## src/design/assert_macros.svh

```systemverilog
// Assertion macros shared by the solver RTL.
// No dependencies; included by modules that carry checks.
`ifndef ASSERT_MACROS_SVH
`define ASSERT_MACROS_SVH

// Condition holds on every clock edge outside reset
`define ASSERT_ALWAYS(lbl, clk, rst, cond) \
  lbl: assert property (@(posedge clk) disable iff (rst) (cond)) \
    else $error("assertion failed");

// Antecedent on one edge implies consequent on the next edge
`define ASSERT_NEXT(lbl, clk, rst, ante, cons) \
  lbl: assert property (@(posedge clk) disable iff (rst) (ante) |=> (cons)) \
    else $error("assertion failed");

`endif

```

## src/design/tds_pkg.sv

```systemverilog
// Shared types and constants for the tridiagonal solver.
// No dependencies; used by tds_div and tridiagonal_system_solver.
package tds_pkg;

  localparam int MAX_ROWS  = 64;
  localparam int FRAC_BITS = 16;
  localparam int DATA_W    = 32;
  localparam int IDX_W     = 6;
  localparam int CNT_W     = 7;
  localparam int DVD_W     = DATA_W + FRAC_BITS;

  localparam logic [1:0] ERR_OK    = 2'd0;
  localparam logic [1:0] ERR_PIVOT = 2'd1;
  localparam logic [1:0] ERR_ROWS  = 2'd2;

  localparam logic signed [DATA_W-1:0] SAT_MAX = {1'b0, {(DATA_W-1){1'b1}}};
  localparam logic signed [DATA_W-1:0] SAT_MIN = {1'b1, {(DATA_W-1){1'b0}}};

  // Divider status returned to the sequencer
  typedef struct packed {
    logic                     done;
    logic                     zero;
    logic signed [DATA_W-1:0] quo;
  } div_res_t;

endpackage

```

## src/design/tds_div.sv

```systemverilog
// Iterative signed fixed-point divider, one quotient bit per cycle.
// Depends on tds_pkg.
module tds_div import tds_pkg::*; (
  input  logic                     clk,
  input  logic                     rst,
  input  logic                     start,
  input  logic signed [DATA_W-1:0] num,
  input  logic signed [DATA_W-1:0] den,
  output div_res_t                 res
);

  localparam int STEP_W = $clog2(DVD_W + 1);

  logic              busy;
  logic              fin;
  logic [STEP_W-1:0] steps;
  logic              neg;
  logic [DATA_W-1:0] dmag;
  logic [DATA_W-1:0] rem;
  logic [DVD_W-1:0]  dvd;
  logic [DATA_W:0]   rem_sh;
  logic              ge;
  logic [DATA_W-1:0] nmag_in;
  logic [DATA_W-1:0] dmag_in;
  logic              done_r;
  logic              zero_r;
  logic signed [DATA_W-1:0] quo_r;

  // Pack the status for the sequencer
  assign res = {done_r, zero_r, quo_r};

  // Magnitudes of the operands
  assign nmag_in = num[DATA_W-1] ? (~num + 1'b1) : num;
  assign dmag_in = den[DATA_W-1] ? (~den + 1'b1) : den;

  // Restoring step
  assign rem_sh = {rem, dvd[DVD_W-1]};
  assign ge     = rem_sh >= {1'b0, dmag};

  // Control: start, iterate, finish
  always_ff @(posedge clk) begin
    if (rst) begin
      busy   <= 1'b0;
      fin    <= 1'b0;
      done_r <= 1'b0;
      zero_r <= 1'b0;
    end else begin
      done_r <= 1'b0;
      fin    <= 1'b0;
      if (start) begin
        zero_r <= 1'b0;
        if (den == '0) begin
          done_r <= 1'b1;
          zero_r <= 1'b1;
        end else begin
          busy <= 1'b1;
        end
      end else if (busy) begin
        if (steps == STEP_W'(1)) begin
          busy <= 1'b0;
          fin  <= 1'b1;
        end
      end else if (fin) begin
        done_r <= 1'b1;
      end
    end
  end

  // Datapath
  always_ff @(posedge clk) begin
    if (start) begin
      neg   <= num[DATA_W-1] ^ den[DATA_W-1];
      dmag  <= dmag_in;
      rem   <= '0;
      dvd   <= {nmag_in, {FRAC_BITS{1'b0}}};
      steps <= STEP_W'(DVD_W);
      quo_r <= (num[DATA_W-1]) ? SAT_MIN : SAT_MAX;
    end else if (busy) begin
      rem   <= ge ? DATA_W'(rem_sh - {1'b0, dmag}) : rem_sh[DATA_W-1:0];
      dvd   <= {dvd[DVD_W-2:0], ge};
      steps <= steps - 1'b1;
    end else if (fin) begin
      // Apply sign and saturate
      if (neg) begin
        if (dvd > DVD_W'({1'b1, {(DATA_W-1){1'b0}}})) quo_r <= SAT_MIN;
        else quo_r <= ~dvd[DATA_W-1:0] + 1'b1;
      end else begin
        if (dvd > DVD_W'(SAT_MAX)) quo_r <= SAT_MAX;
        else quo_r <= dvd[DATA_W-1:0];
      end
    end
  end

endmodule

```

## config.mk

```make
export PLATFORM = sky130hd
export DESIGN_NAME = tds_div
export DESIGN_NICKNAME = d
export VERILOG_FILES = /design/src/design/assert_macros.svh /design/src/design/tds_pkg.sv /design/src/design/tds_div.sv
export SDC_FILE = /design/constraint.sdc
export NUM_CORES = 1
export LEC_CHECK = 0
export ABC_AREA = 1
export BUFFER_PORTS_ARGS = -buffer_cell sky130_fd_sc_hd__buf_2
export CORE_MARGIN = 4
export CORE_UTILIZATION = 40
export CTS_BUF_LIST = sky130_fd_sc_hd__clkbuf_4
export DETAILED_ROUTE_END_ITERATION = 8
export PLACE_DENSITY = 0.58
export SLEW_MARGIN = 0
export SYNTH_ARGS = -nofsm -noshare
export SYNTH_HDL_FRONTEND = slang
export SYNTH_SLANG_ARGS = --single-unit
```

## constraint.sdc

```tcl
create_clock -name clk -period 4.68 [get_ports clk]
set_input_delay 0.468 -clock clk [delete_from_list [all_inputs] [get_ports clk]]
set_output_delay 0.468 -clock clk [all_outputs]
set_load 0.03 [all_outputs]
```

== Yosys cells after proc, flatten, opt, wreduce, memory -nomap -nowiden ==
Cells that the tools add are included.

* Output and inout bits: 34
* Bits of input ports: 67
* Flip-flop bits (word level): 155
* Logic and storage cells: 54

* Muxes and demuxes: 21
* Bitwise gates (word level): 5
* Equal/unequal tests: 3
* Magnitude comparators: 3
* Reductions and logical operators: 5
* Add/sub/neg operators: 5

{| class="wikitable"
|+ Operators with widths
! cell !! count
|-
| $mux W32 || 9
|-
| $add A32 B1 Y32 const B || 3
|-
| $mux W48 || 2
|-
| $not A32 Y32 || 3
|-
| $gt A48 B31 Y1 const B || 1
|-
| $gt A48 B32 Y1 const B || 1
|-
| $ge A33 B32 Y1 || 1
|-
| $logic_not A32 Y1 || 1
|-
| $sub A32 B32 Y32 || 1
|-
| $mux W31 || 1
|-
| $mux W1 || 9
|-
| $eq A6 B1 Y1 const B || 1
|-
| $sub A6 B1 Y6 const B || 1
|-
| $ne A2 B2 Y1 const B || 2
|-
| $reduce_bool A2 Y1 || 2
|-
| $reduce_or A3 Y1 || 1
|-
| $reduce_and A2 Y1 || 1
|-
| $not A1 Y1 || 1
|-
| $xor A1 B1 Y1 || 1
|}

== Logic depth before layout (Yosys ltp) ==
Gate-level depths: netlist of the first run.

* Word-level depth: 7
* Gate-level depth with buffers: 16
* Mapped depth without buffers: 16

== Least setup slack after synthesis of the first run ==
OpenSTA, ideal clock, no wires.

* Path type: input -> register
* Start point: in start
* End point: reg dvd[16], enable pin
* Library setup time: 409 ps
* Stages on the path: 4
* Buffers on the path: 2
* Arrival: 2101 ps
* Data required time: 4271 ps
* Slack: 2170 ps
* Cell sequence: clkbuf_1 nor2_1 clkinv_1 buf_1

* Cells in the longest elaborated chain, start to end: 1

{| class="wikitable"
|+ Ends and longest elaborated chain
! what !! line !! text
|-
| from (decl) || tds_div.sv:6 || <nowiki>input logic start,</nowiki>
|-
| $reduce_bool A2 Y1 (no source line) || -- ||
|-
| to (signal assigned) || tds_div.sv:75 || <nowiki>dvd <= {nmag_in, {FRAC_BITS{1'b0}}};</nowiki>
|-
| to (signal assigned) || tds_div.sv:80 || <nowiki>dvd <= {dvd[DVD_W-2:0], ge};</nowiki>
|-
| to (decl) || tds_div.sv:20 || <nowiki>logic [DVD_W-1:0] dvd;</nowiki>
|}

No other way between the ends.
A chain may end at the register's enable or synchronous reset.

== Worst setup path in the final report of the first run ==
* Start point: reg neg
* End point: reg quo_r[28], data pin

* Cells in the longest elaborated chain, start to end: 4

{| class="wikitable"
|+ Ends and longest elaborated chain
! what !! line !! text
|-
| from (decl) || tds_div.sv:17 || <nowiki>logic neg;</nowiki>
|-
| from (signal assigned) || tds_div.sv:72 || <nowiki>neg <= num[DATA_W-1] ^ den[DATA_W-1];</nowiki>
|-
| $mux W32 || tds_div.sv:84 || <nowiki>if (neg) begin</nowiki>
|-
| $mux W32 || tds_div.sv:82 || <nowiki>end else if (fin) begin</nowiki>
|-
| $mux W32 || tds_div.sv:78 || <nowiki>end else if (busy) begin</nowiki>
|-
| $mux W32 || tds_div.sv:71 || <nowiki>if (start) begin</nowiki>
|-
| to (signal assigned) || tds_div.sv:77 || <nowiki>quo_r <= (num[DATA_W-1]) ? SAT_MIN : SAT_MAX;</nowiki>
|-
| to (signal assigned) || tds_div.sv:86 || <nowiki>else quo_r <= ~dvd[DATA_W-1:0] + 1'b1;</nowiki>
|-
| to (signal assigned) || tds_div.sv:89 || <nowiki>else quo_r <= dvd[DATA_W-1:0];</nowiki>
|-
| to (decl) || tds_div.sv:27 || <nowiki>logic signed [DATA_W-1:0] quo_r;</nowiki>
|}

No other way between the ends. The select of a mux whose other input is x is not followed.

==> results of run 1 <==
[through the flow]
stage,instances,total power [W]
floorplan,1675,0.00204
global placement,2114,0.00225
detailed placement,2114,0.00225
CTS,2146,0.00314
global route,2147,0.00329
finish,2147,0.00312
[per-layer routing]
| layer | vias to the layer above | track usage, % | wire, um |
|---|---|---|---|
| met5 | - | 0 | 0 |
| met4 | 0 | 5.42 | 500 |
| met3 | 31 | 2.89 | 1400 |
| met2 | 255 | 33.2 | 14600 |
| met1 | 4916 | 30.9 | 16100 |
| li1 | 5593 | - | - |
[path summary, 6_finish.rpt]
| check | startpoint | cells past startpoint | slack [ps] | end |
|---|---|---|---|---|
| min reg2reg | rem[23] | 2 | 480 | rem[23] |
| max | neg | 8 | 1620 | quo_r[28] |
| min | rst | 2 | 100 | busy |
| max reg2reg | neg | 8 | 1620 | quo_r[28] |
[state kept, by name (all words and copies together), names as in the netlist]
register / flops
dvd: 48
dmag: 32
quo_r: 32
rem: 32
steps: 6
busy: 1
done_r: 1
fin: 1
neg: 1
zero_r: 1
[power breakdown]
group          switching [W]  leakage, nW  total, W  internal, W
clock               0.000556        0.159  0.000893     0.000337
combinational       0.000430         4.54  0.000619     0.000189
sequential         0.0000464         1.43   0.00161      0.00156
[cell usage in the layout (no fill, tap or decap), types with 8 or more instances in the layout]
cell / n
buf_4: 8
ha_1: 37
inv_2: 24
a21oi_1: 104
o21ai_0: 40
nand3_1: 134
edfxtp_1: 97
nor2_1: 144
o22ai_1: 28
nand4_1: 31
nor3_1: 30
nand2_1: 508
buf_2: 100
dfxtp_1: 58
nand3b_1: 37
clkbuf_4: 18
xnor2_1: 19
inv_1: 237
xor2_1: 40
[logic make-up (layout without fill, tap and decap cells)]
kind of cell | Yosys count | in the layout
flip-flops | 155 | 155
AO/OA/AOI/OAI | 196 | 196
other | 0 | 1
adder cells (fa/ha/maj) | 38 | 38
buffers and inverters | 310 | 403
XOR/XNOR | 59 | 59
AND/OR/NAND/NOR | 917 | 917
[worst max-delay path: cells and delay by family, from the launching register on]
kind | cells | cell delay (ps)
DFF | 1 | 380
buffers and inverters | 3 | 1240
and+or+nand+nor | 4 | 1150
AOI/OAI and AO/OA | 1 | 130
[layout make-up]
class                      instances  area (um2)
antenna                            1        2.50
clock buffer                      18         135
clock inverter                    14         164
fill                            3006       15400
inverter                         263         987
multi-input combinational       1210        6090
sequential                       155        4070
tap                              378         473
timing repair buffer             108         561
==> metrics.txt, run 1 <==
endpoint required time on the critical path approximately 5000 ps; Layout Skew 38.6 ps; Ports 101; DR vias 10.8k; worst-margin pin slew roughly 1100 ps; largest net degree at the start of global routing 46; Root Driver clkbuf_4; Seq/Total Area, Yosys 35.8%; Startpoint Class register; GRT overflow 0; CTS tree yes; Reg clk slew, reported paths 160 ps; Num CTS Buffers 17; post-route ant nets 0; post-synthesis compound-gate area fraction 9.43%; EDFF count, synth 97; Unique masters post-synth 46; synth warn 0; final worst setup slack 1620 ps; Synth Area in Adders 4.25%; crit path kind register to register; final worst path period share 65.3%; status finished clean; Avg Inst Size Synth 6.79 um2; Syn Std Cell Area 11400 um2; Post-CTS Setup Inserts 0; largest area contributor in the netlist edfxtp_1; gr usage total a little over a fifth; Peak Freq 327 MHz; pre-CTS WS 1700 ps; ys flop type edfxtp_1; Async SR Flop Fraction 0%; most area-consuming cells after synthesis edfxtp_1 26%, nand2_1 17%, dfxtp_1 10%, inv_1 7.8%, nand3_1 5.9%; layout cells sized above 1 10.7%; final net count 1860; most common cell in the netlist nand2_1; die area 31200 um2; CTS sink cnt 155; vias in the first global route around 10k; CP endpoint kind register; cell row count approximately 60; Tmin final 3060 ps; HP Class input port to register; top cell type's share of synthesized area ~26%; Max Cap Viol 0; fin area 12500 um2; global-route wire length before repair 53.7 mm; Die Span Y 177 um; post-DP HPWL approximately 25 mm; Core Util, Final ~45%; Simple-Gate Fraction of Synth Area 35.3%; Worst VDD drop 0.109 mV; post-synthesis mux area share 0%; largest family of logic cells by synthesized area simple AND/OR/NAND/NOR gates; Area Overhead vs Synth 9.85%; RSZ-0062 raised after global routing false; Max stage delay on crit path 820 ps; H-Tree Depth 4; Final TNS setup 0 ps; Starting Density roughly 41%; fin. max-slew vios 0; crit-path max FO 34; drt total wl approximately 33 mm; # setup viols final 0; Die X 177 um; Arr. time, crit path 3480 ps; initial antenna violation count 1; Placement Cell Area ~12000 um2; Routed WL per cell 15.2 um; Vias per Instance just over 5; core outline area 27900 um2; final hold slack 96.8 ps; CTS max path bufs 2; crit path cell chain buf_4 -> inv_1 -> nand2_1 -> nand2_1 -> inv_1 -> o21ai_0 -> nor2_1 -> nor2_1; Seq cells post-synth 155; Synthesized Nets 1780; pwr/cell area ~250 nW/um2; Port Buffers 100; Synth Instances 1675; number of hold buffers added after cts 0; DRC 0; slowest CP cell nand2_1; hold violation count in the final report 0; xor/xnor share of the synthesized area 4.55%; clock latency on the worst-skew pair about 580 ps; CTS resizes 0; Detailed Route Iter0 Violations 884; leakage power 6.13 nW; RePlAce Congestion approximately 0.93; 1st-pass router iterations 5; Worst slew margin 29.5%; top post-synthesis cells by count 508 x nand2_1, 237 x inv_1, 146 x nor2_1
Note: power is estimated with default switching activity, not from simulation.
==> inputs of run 2 (changes only) <==
PLACE_DENSITY = 0.6   (was 0.58)
clock period = 2.8 ns   (was 4.68 ns; I/O delays follow)
==> run 2 against run 1 <==
Effect of this change:
- first-iteration DRC count is 8.7% lower
- clock-buffer cell count unchanged
- sequential power up 66%
- maximum frequency grew 25%
- die area stayed put
- clock power is 67% higher
- cell area up 0.95%
- via count up 2.1%
- sequential share of layout area down 0.31 points
- hold slack lost 57 ps
- clock skew rose by 4.6 ps
==> metrics.txt, run 2 (synthesized netlist as in run 1, its figures left out) <==
r2r worst-path depth 12; Startpoint Class register; Die X 177 um; post-DP HPWL 25.6 mm; drt total wl 33.2 mm; final hold slack 40.0 ps; GRT overflow 0; RePlAce Congestion 0.992; status finished clean; post-route ant nets 0; Max Cap Viol 0; worst flop-to-flop path startpoint dvd[0]; Routed WL per cell 15.3 um; Core Util, Final 45.1%; Tmin final ~2400 ps; clock latency on the worst-skew pair 590 ps; cell row count 61; FF-to-FF End quo_r[1]; CP endpoint kind register; Ports 101; Arr. time, crit path 2840 ps; Reg clk slew, reported paths approximately 130 ps; # setup viols final 0; worst-margin pin slew ~700 ps; hold path depth 2; Post-CTS Setup Inserts 0; Detailed Route Iter0 Violations 807; CTS sink cnt 155; R2R Setup Slk approximately 360 ps; Final TNS setup 0 ps; Max stage delay on crit path approximately 330 ps; initial antenna violation count 4; Area Overhead vs Synth 10.9%; Num CTS Buffers 17; DR vias 11.0k; Power Total around 0.0052 W; CTS max path bufs 2; Worst VDD drop between 0.15 and 0.2 mV; CTS tree yes; Largest register FFs 48; delay-heaviest family, CP simple AND/OR/NAND/NOR gates; hold violation count in the final report 0; Worst path most repeated cell nand2_2; DRC 0; core outline area 27900 um2; gr usage total 21.4%; Die Span Y around 180 um; final worst path period share 87.3%; Multi-input gate area 6090 um2; largest net degree at the start of global routing 50; Port Buffers 100; Largest Register dvd; worst path bufs/invs 2; Worst slew margin 53.4%; HP Class input port to register; commonest non-fill, non-tap cell in the layout nand2_1; crit path cell chain inv_1 -> ha_1 -> inv_2 -> nor3_4 -> nand2_2 -> nor2_4 -> nand3_2 -> nor2_2 -> nand2_2 -> nand2_4 -> nand3_1 -> a21oi_1; commonest cells after routing, fill and taps aside 508 x nand2_1, 237 x inv_1, 144 x nor2_1; Finished Layout Cells about 2.2k; Starting Density 40.7%; fin. max-slew vios 0; placed insts 2125; layout cells sized above 1 11.3%; vias in the first global route 10.6k; HP Start den[25]; Fillers between 2k and 3k; worst hold path endpoint dmag[25]; Root Driver clkbuf_4; endpoint required time on the critical path 3200 ps; H-Tree Depth 4; Layout Skew 43.2 ps; die area roughly 31000 um2; 1st-pass router iterations 5; slowest CP cell dfxtp_1; global-route wire length before repair 53.9 mm; RSZ-0062 raised after global routing false; register area 4070 um2; Vias per Instance about 5.1; crit path kind register to register; crit-path max FO 28; CTS resizes 0; leakage power between 6 and 7 nW; Peak Freq around 410 MHz; pwr/cell area 414 nW/um2; final net count 1875
-- run 2: changes by cell type in the layout (fill, tap and decap cells not counted), moves of 2 or more --
cell | before | now
clkinv_4 | 3 | 1
clkinv_2 | 0 | 2
dlygate4sd3_1 | 0 | 4
buf_4 | 8 | 19
-- run 2: layout make-up --
class                   count  share of cell area, %
clock inverters            14                   1.25
multi-input cells        1210                   48.3
flip-flops and latches    155                   32.3
diodes                      2                 0.0397
well taps                 378                   3.75
repair buffers            123                   5.42
clock buffers              18                   1.07
inverters                 263                   7.83
-- run 2: report_power, final --
group	internal, W	leakage [nW]	switching (W)
Sequential	0.00260	1.43	0.0000744
Combinational	0.000326	4.61	0.000725
Clock	0.000561	0.157	0.000927
-- run 2: worst max path at each step --
stage             start        end  cells past startpoint  slack (ps)
2_1_floorplan     start    dvd[16]                      4         480
3_3_place_gp     dvd[0]  quo_r[25]                     12         380
3_5_place_dp     dvd[0]  quo_r[25]                     12         350
4_1_cts          dvd[0]  quo_r[25]                     12         350
5_1_grt        dmag[13]    rem[29]                     14         140
6_report         dvd[0]   quo_r[1]                     12         360
-- run 2: stage by stage --
step | setup WS, ps | area, um2
global placement | 383 | 12300
floorplan | 478 | 11400
finish | 357 | 12600
detailed placement | 348 | 12300
global route | 144 | 12600
CTS | 346 | 12600
-- run 2: metal layers --
| metal | wire length [um] | track usage, % | vias up |
|---|---|---|---|
| li1 | - | - | 5629 |
| met1 | 15400 | 29.1 | 5074 |
| met2 | 15600 | 35.9 | 278 |
| met3 | 1620 | 3.17 | 41 |
| met4 | 478 | 5.16 | 4 |
| met5 | 26 | 0 | - |
-- run 2: repair_timing --
action	CTS	global route
endpoints found under the setup margin	0	0
hold buffers	4	0
endpoints found under the hold margin	7	0
